$ cat src/rtl/sgb_pkg.sv
// Package for the separable blur: shared widths, types, register map and
// the round-and-saturate helper. No dependencies.
package sgb_pkg;

    localparam int PIX_W     = 16;
    localparam int MAX_W     = 64;
    localparam int MAX_H     = 64;
    localparam int MAX_R     = 7;
    localparam int NTAPS     = 2 * MAX_R + 1;
    localparam int NPAIR     = MAX_R + 1;
    localparam int NLINES    = 2 * MAX_R;
    localparam int POS_W     = 6;
    localparam int DIM_W     = 7;
    localparam int RAD_W     = 3;
    localparam int CNT_W     = 13;
    localparam int TIDX_W    = 4;
    localparam int PRE_W     = PIX_W + 1;
    localparam int PROD_W    = PRE_W + 16;
    localparam int HALF_W    = PROD_W + 2;
    localparam int ACC_W     = PROD_W + 3;
    localparam int FRAC_BITS = 15;
    localparam int ADDR_W    = 6;
    localparam int DATA_W    = 64;

    localparam logic [2:0] REG_WIDTH  = 3'd0;
    localparam logic [2:0] REG_HEIGHT = 3'd1;
    localparam logic [2:0] REG_RADIUS = 3'd2;
    localparam logic [2:0] REG_NEAR   = 3'd3;
    localparam logic [2:0] REG_FAR    = 3'd4;

    typedef logic [PIX_W-1:0] pix_t;
    typedef logic [NTAPS-1:0][PIX_W-1:0] taps_t;
    typedef logic [NPAIR-1:0][15:0] wts_t;

    typedef struct packed {
        logic             valid;
        logic             vv;
        logic [POS_W-1:0] ocol;
        logic [POS_W-1:0] orow;
        logic             last;
    } meta_t;

    function automatic pix_t round_sat(input logic [ACC_W-1:0] acc);
        logic [ACC_W:0]           sum;
        logic [ACC_W-FRAC_BITS:0] q;
        begin
            sum = {1'b0, acc} + (ACC_W+1)'(1 << (FRAC_BITS - 1));
            q   = sum[ACC_W:FRAC_BITS];
            if (|q[ACC_W-FRAC_BITS:PIX_W]) begin
                round_sat = {PIX_W{1'b1}};
            end else begin
                round_sat = q[PIX_W-1:0];
            end
        end
    endfunction

endpackage

$ cat src/rtl/sgb_ram.sv
// Generic single-write, single-read RAM with registered read data.
// No dependencies.
module sgb_ram #(
    parameter int WIDTH = 16,
    parameter int DEPTH = 64
) (
    input  logic                     aclk,
    input  logic                     we,
    input  logic [$clog2(DEPTH)-1:0] waddr,
    input  logic [WIDTH-1:0]         wdata,
    input  logic                     re,
    input  logic [$clog2(DEPTH)-1:0] raddr,
    output logic [WIDTH-1:0]         rdata
);

    logic [WIDTH-1:0] mem [DEPTH];
    logic [WIDTH-1:0] rdata_reg;

    always_ff @(posedge aclk) begin
        if (we) begin
            mem[waddr] <= wdata;
        end
        if (re) begin
            rdata_reg <= mem[raddr];
        end
    end

    assign rdata = rdata_reg;

endmodule

$ cat src/rtl/sgb_line_cell.sv
// One line-delay cell: holds one row of horizontal results and passes the
// delayed word to the next cell. Depends on sgb_pkg and sgb_ram.
module sgb_line_cell (
    input  logic                       aclk,
    input  logic                       rd_en,
    input  logic [sgb_pkg::POS_W-1:0]  rd_addr,
    input  logic                       wr_en,
    input  logic [sgb_pkg::POS_W-1:0]  wr_addr,
    input  sgb_pkg::pix_t              wr_data,
    output sgb_pkg::pix_t              rd_data
);
    import sgb_pkg::*;

    pix_t ram_q;
    pix_t byp_reg;
    logic hit_reg;

    sgb_ram #(.WIDTH(PIX_W), .DEPTH(MAX_W)) u_ram (
        .aclk  (aclk),
        .we    (wr_en),
        .waddr (wr_addr),
        .wdata (wr_data),
        .re    (rd_en),
        .raddr (rd_addr),
        .rdata (ram_q)
    );

    // forward a same-address write when one row is a single pixel
    always_ff @(posedge aclk) begin
        if (rd_en) begin
            hit_reg <= wr_en && (wr_addr == rd_addr);
            byp_reg <= wr_data;
        end
    end

    assign rd_data = hit_reg ? byp_reg : ram_q;

endmodule

$ cat config.mk
export PLATFORM = sky130hd
export DESIGN_NAME = sgb_line_cell
export DESIGN_NICKNAME = d
export VERILOG_FILES = /design/src/rtl/sgb_pkg.sv /design/src/rtl/sgb_ram.sv /design/src/rtl/sgb_line_cell.sv
export SDC_FILE = /design/constraint.sdc
export NUM_CORES = 1
export LEC_CHECK = 0
export BUFFER_PORTS_ARGS = -buffer_cell sky130_fd_sc_hd__buf_4
export CAP_MARGIN = 10
export CELL_PAD_IN_SITES_DETAIL_PLACEMENT = 2
export CELL_PAD_IN_SITES_GLOBAL_PLACEMENT = 2
export CORE_ASPECT_RATIO = 0.5
export CORE_MARGIN = 1.5
export CORE_UTILIZATION = 34
export DETAILED_ROUTE_END_ITERATION = 8
export PLACE_DENSITY_LB_ADDON = 0.1
export SLEW_MARGIN = 30
export SYNTH_ARGS = -nofsm -noshare
export SYNTH_HDL_FRONTEND = slang
export SYNTH_SLANG_ARGS = --single-unit
$ cat constraint.sdc
create_clock -name aclk -period 6.8 [get_ports aclk]
set_input_delay 0.34 -clock aclk [delete_from_list [all_inputs] [get_ports aclk]]
set_output_delay 0.34 -clock aclk [all_outputs]
set_load 0.1 [all_outputs]
==> results of run 1 <==
-- logic make-up after synthesis --
logic type                after synthesis  synth area share, %
DFF                                  1057                 77.7
muxes                                 392                 14.0
AOI/OAI and AO/OA                     215                 3.77
and+or+nand+nor                       242                 2.82
buffers and inverters                 113                 1.60
xor gates and xnor gates                6                0.129
-- cells in the final DEF (no fill, tap or decap), types with 29 or more instances in the layout --
| master | synthesis | final |
|---|---|---|
| nor2_1 | 87 | 74 |
| clkbuf_16 | 0 | 105 |
| buf_4 | 29 | 132 |
| mux2i_1 | 221 | 221 |
| nand2_1 | 49 | 49 |
| o21ai_0 | 33 | 29 |
| mux4_2 | 141 | 141 |
| a22oi_1 | 73 | 73 |
| nand3_1 | 44 | 44 |
| mux2_2 | 30 | 30 |
| edfxtp_1 | 1057 | 1057 |
-- worst paths after layout --
| path | cells past startpoint | endpoint | slack [ns] | from |
|---|---|---|---|---|
| max | 7 | u_ram.rdata[8] | 3.73 | rd_addr[2] |
| min | 3 | hit_reg | 0.09 | wr_en |
| max reg2reg | 5 | u_ram.rdata[14] | 4.47 | u_ram.mem[55][14] |
| min reg2reg | 5 | u_ram.rdata[9] | 0.81 | u_ram.mem[1][9] |
-- tightest hold or removal path: cells and delay by family --
kind                   cells  cell delay, ns
AND/OR/NAND/NOR            2            0.14
buffers and inverters      1            0.14
-- stage by stage --
| stage | instance area (sq um) | worst slack (ns) | hold slack, ns | utilization [%] |
|---|---|---|---|---|
| after detailed placement | 43400 | 3.11 | 0.795 | 36.6 |
| after global placement | 43300 | 2.67 | 0.791 | 36.5 |
| final | 46600 | 3.73 | 0.0872 | 39.3 |
| after floorplan | 40900 | 4.39 | 0.439 | - |
| after CTS | 46600 | 3.85 | 0.0216 | 39.3 |
| after global routing | 46600 | 3.68 | 0.0408 | 39.3 |
-- power by group through the flow --
| stage | clock network, uW | registers (uW) | logic (uW) |
|---|---|---|---|
| after global routing | 6010 | 7260 | 870 |
| after CTS | 5790 | 7260 | 839 |
| after global placement | 0 | 7400 | 827 |
| after detailed placement | 0 | 7400 | 838 |
| final | 5650 | 7260 | 824 |
| after floorplan | 0 | 7380 | 445 |
-- per-layer routing --
layer / GRT usage [%] / wire (um) / vias up
met5: 0 / 0 / -
met4: 4.36 / 2190 / 0
met3: 3.66 / 6280 / 137
met2: 31.3 / 55900 / 476
met1: 31.2 / 61400 / 11400
li1: - / - / 8632
-- cells in the mapped netlist (all sizes together), types with 16 or more instances --
library cell  instances
a21oi                23
a221oi               16
a22oi                73
buf                  87
clkbuf               26
edfxtp             1057
mux2                 30
mux2i               221
mux4                141
nand2                49
nand3                44
nor2                 87
o21ai                34
-- final cells by class --
class	count	area share, %
antenna	3	0.0161
clock buffer	128	5.83
clock inverter	54	1.03
multi-input combinational	855	18.4
sequential	1057	68.2
tap	1592	4.28
timing repair buffer	138	2.34
==> results.tsv, run 1 <==
metric	value	unit
max reg flops	1024	
setup violators final	0	
DR DRC count	0	
filler instances	11100	
CTS Buffer Depth	3	
clk_lat worst skew	0.70	ns
Crit-path slowest cell	o221ai_1	
initial antenna violation count	9	
top area cells in the synthesized netlist	edfxtp_1 78%, mux4_2 7.8%, mux2i_1 5.4%	
WS Path Type	primary input to flop	
Sink Count	1057	
Site Rows	89	
cell taking the most area after synthesis	edfxtp_1	
CTS tree	done	
hold_buf cts	0	
full die area	122000	sq um
Initial Utilization	34.5	%
number of buffers added on ports	46	
part of the power in registers	52.9	%
Setup TNS Final	0	ns
Starting DRT DRC Count	1870	
post-route minimum period	3.07	ns
Hold Vio Cnt, Final	0	
Slew headroom	27.7	%
Tightest Hold Check Type	primary input to flop	
nets	2184	
Worst setup EP type	flop	
Register Area	31700	sq um
warnings from Yosys	0	
Post CTS Setup Buffer Count	0	
power share of the combinational group	6.0	%
share of cells above drive strength 1	21.3	%
WL final	126	mm
total grt overflow	0	
Mapped Cells	2025	
footprint of the multi-input gates	8550	sq um
syn nets	2056	
max_cap viols	0	
core area	119000	sq um
DR pass1 iterations	4	
worst slew pin tran	1.08	ns
CP Buf/Inv Count	2	
PD cells	295	nW/um^2
Main synth FF type	edfxtp_1	
Startpoint Class	primary input	
share of the synthesized area in the top cell type	77.7	%
placed cell count	3642	
post-synthesis async set-or-reset flop share	0	%
Psw	3120	uW
DRT antenna net count	0	
first-pass GRT wire length	176	mm
synth unique cells	46	
Vias	20600	
wire length per cell	32.9	um
leakage power	0.0150	uW
Root Buffer	clkbuf_16	
pin count of the biggest net entering global routing	99	
worst vdd ir	186	uV
GRT Util Overall	20.7	%
post-synthesis register bit count	1057	
outcome	complete, no violations	
Avg Cell Area, Syn	20.2	sq um
Seq/Total Area, Yosys	77.7	%
post_cts resized	0	
routability cong.	0.775	
arrival time worst endpoint	3.62	ns
fin. max-slew vios	0	
Synth Cell Area	40900	sq um
placed wire-length estimate	76.7	mm
total design power	13700	uW
Tcrit/Tclk final	45.2	%
Fmax	0.326	GHz
Switching Share	22.7	%
internal power	10600	uW
Clk pwr share	41.1	%
CTS H-tree lvls	3	
TritonCTS buffer count	101	
Vias/cell	5.39	
crit-path max cell delay	1.02	ns
vias in the first global route	21600	
CP Cell Sequence	buf_8 > and2_1 > buf_4 > nand2_1 > o221ai_1 > o211ai_1 > a21oi_1	
chip width	493	um
crit-path max FO	65	
RSZ-0062 raised after global routing	false	
Cell Count, Final, Fillers Out	3827	
Area Growth Syn to Fin	14.0	%
clock-pin slew on the worst setup and hold paths	0.06	ns
critical path required time	7.35	ns
skew final	0.0209	ns
Die Y	248	um
crit-path leading delay family	compound AO/OA/AOI/OAI gates	
EDFF count, synth	1057	
I/O pin cnt	47	
Power figures use the tool's default switching activity.
==> run 2, diff against run 1 <==
==> constraint.sdc (replaced) <==
create_clock -name aclk -period 2.5 [get_ports aclk]
set_input_delay 0.125 -clock aclk [delete_from_list [all_inputs] [get_ports aclk]]
set_output_delay 0.125 -clock aclk [all_outputs]
set_load 0.1 [all_outputs]
==> run 2 against run 1 <==
Effect of this change:
- the run now ends with setup timing left
- global-route usage increased by 0.32 points
- critical path type is now flop to flop
- worst hold slack got worse by 0.079 ns
- sequential cell count unchanged
- largest power group unchanged
- clock skew increased by 0.0014 ns
- power increased to 2.7 times the previous value
- non-clock buffer count increased by 218
- worst setup slack got worse by 4.0 ns
==> results.tsv, run 2 (same netlist as run 1, synthesis figures left out) <==
metric	value	unit	change
outcome	complete, but fails checks		
violated checks	setup timing		
total design power	37000	uW	+170%
worst r2r src	u_ram.mem[20][9]		
hold endpoint	u_ram.mem[4][10]		
Site Rows	89		unchanged
GRT Util Overall	21.0	%	+0.32 points
Psw	8360	uW	+170%
reg2reg path depth	4		-1
Setup TNS Final	-0.575	ns	-0.575 ns
TritonCTS buffer count	99		-2.0%
WL final	127	mm	+1.0%
M3 GR Usage	3.24	%	-0.41 points
Startpoint Class	flop		
Switching Share	22.6	%	-0.11 points
arrival time worst endpoint	3.18	ns	-0.44 ns
DR DRC count	0		unchanged
hold depth	1		-2
CTS tree	done		
Slew headroom	33.0	%	+5.3 points
min setup slack post-route	-0.243	ns	-3.97 ns
Layout Utilization	40.9	%	+1.6 points
Sink Count	1057		unchanged
RSZ-0062 raised after global routing	true		
final instance area	48500	sq um	+4.1%
number of buffers added on ports	46		unchanged
vias in the first global route	23100		+6.6%
routability cong.	0.771		-0.48%
WS Path Type	flop to flop		
fin. max-slew vios	0		unchanged
Place WS	-0.628	ns	-3.73 ns
DR pass1 iterations	5		+1
setup violators final	4		+4
register-to-register setup slack	-0.24	ns	-4.71 ns
Root Buffer	clkbuf_16		
total grt overflow	0		unchanged
Hold Startpoint	wr_data[10]		
Hold Vio Cnt, Final	0		unchanged
Tightest Hold Check Type	primary input to flop		
Die Y	248	um	unchanged
part of the power in registers	53.3	%	+0.4 points
RR Endpoint	u_ram.rdata[9]		
critical path required time	2.94	ns	-4.41 ns
most frequent cells in the layout	1057 x edfxtp_1, 311 x buf_4, 221 x mux2i_1, 141 x mux4_2, 102 x clkbuf_16		
first-pass GRT wire length	180	mm	+2.2%
Tcrit/Tclk final	110	%	
GR peak layer	met2		
Fmax	0.365	GHz	
wire length per cell	31.4	um	-4.3%
max_cap viols	0		unchanged
I/O pin cnt	47		unchanged
full die area	122000	sq um	unchanged
Vias	21500		+4.4%
pin count of the biggest net entering global routing	66		-33%
leakage power	0.0161	uW	+7.3%
share of cells above drive strength 1	28.0	%	+6.6 points
most common cell after layout, fill and taps aside	edfxtp_1		
clock-pin slew on the worst setup and hold paths	0.06	ns	about the same
max reg flops	1024		unchanged
power share of the combinational group	6.8	%	+0.8 points
skew final	0.0223	ns	+0.00141 ns
chip width	493	um	unchanged
Initial Utilization	34.5	%	unchanged
worst vdd ir	505	uV	+170%
DRT antenna net count	0		unchanged
CTS H-tree lvls	3		unchanged
initial antenna violation count	9		unchanged
Post CTS Setup Buffer Count	0		unchanged
GRT met1 Usage	30.9	%	-0.35 points
core area	119000	sq um	unchanged
crit-path max FO	1		-98%
PD cells	763	nW/um^2	+160%
post-route minimum period	2.74	ns	
placed wire-length estimate	80.7	mm	+5.3%
placed inst area	45300	sq um	+4.6%
nets	2400		+9.9%
worst slew pin tran	1.01	ns	-0.0792 ns
Starting DRT DRC Count	1683		-10%
met2 Usage GRT	32.9	%	+1.6 points
CTS Buffer Depth	3		unchanged
internal power	28600	uW	+170%
Clk pwr share	39.8	%	-1.3 points
Vias/cell	5.33		-1.2%
Worst setup EP type	flop		
clk_lat worst skew	0.70	ns	about the same
Area Growth Syn to Fin	18.7	%	
-- run 2: cell count changes in the layout (fill, tap and decap cells not counted), sizes merged --
cell	previous run	this run
buf	138	352
bufinv	9	6
clkbuf	128	129
clkinv	41	36
clkinvlp	2	7
diode	3	4
dlygate4sd3	0	4
inv	2	0
-- run 2: cell type report --
| cell class | count | area (sq um) |
|---|---|---|
| multi-input cells | 855 | 8550 |
| fillers | 11100 | 70100 |
| diodes | 4 | 10.0 |
| clock buffers | 129 | 2650 |
| well taps | 1592 | 1990 |
| clock inverters | 49 | 398 |
| repair buffers | 356 | 3150 |
| flip-flops and latches | 1057 | 31700 |
-- run 2: worst max path at each step --
stage                        to  depth (start not counted)              from  slack (ns)
6_report         u_ram.rdata[9]                          4  u_ram.mem[20][9]       -0.24
5_1_grt          u_ram.rdata[7]                          4  u_ram.mem[23][7]       -0.27
3_3_place_gp     u_ram.rdata[7]                          9        rd_addr[1]       -0.63
2_1_floorplan  u_ram.mem[48][0]                          4        wr_addr[3]        0.31
3_5_place_dp     u_ram.rdata[7]                          7        rd_addr[0]       -0.63
4_1_cts          u_ram.rdata[7]                          4  u_ram.mem[23][7]       -0.28
-- run 2: through the flow --
stage	hold WS (ns)	cells
after floorplan	0.224	2025
after global placement	0.638	3856
after detailed placement	0.639	3856
after CTS	0.00508	4038
after global routing	0.0117	4038
final	0.00838	4042
-- run 2: power by group through the flow --
| stage | Combinational, uW | Sequential (uW) | Clock [uW] |
|---|---|---|---|
| 2_1_floorplan | 1210 | 20100 | 0 |
| 3_3_place_gp | 2520 | 20100 | 0 |
| 3_5_place_dp | 2550 | 20100 | 0 |
| 4_1_cts | 2570 | 19700 | 15200 |
| 5_1_grt | 2670 | 19700 | 15800 |
| 6_report | 2520 | 19700 | 14700 |
-- run 2: critical path, cell delays in order, from the launching register on --
cell,delay [ns]
edfxtp_1,0.38
mux4_2,0.50
a22oi_2,0.25
nand4_1,0.68
or3_4,0.66
-- run 2: timing repair --
action	in CTS	in global routing
endpoints found under the hold margin	34	0
gates resized for setup	12	3
setup endpoints to repair	5	5
hold buffers	4	0
pin swaps	11	3
-- run 2: per-layer routing --
metal | vias to the layer above | part of all wire [%]
met5 | - | 0.010
met4 | 2 | 1.9
met3 | 147 | 4.2
met2 | 451 | 46
met1 | 11900 | 48
li1 | 9072 | -
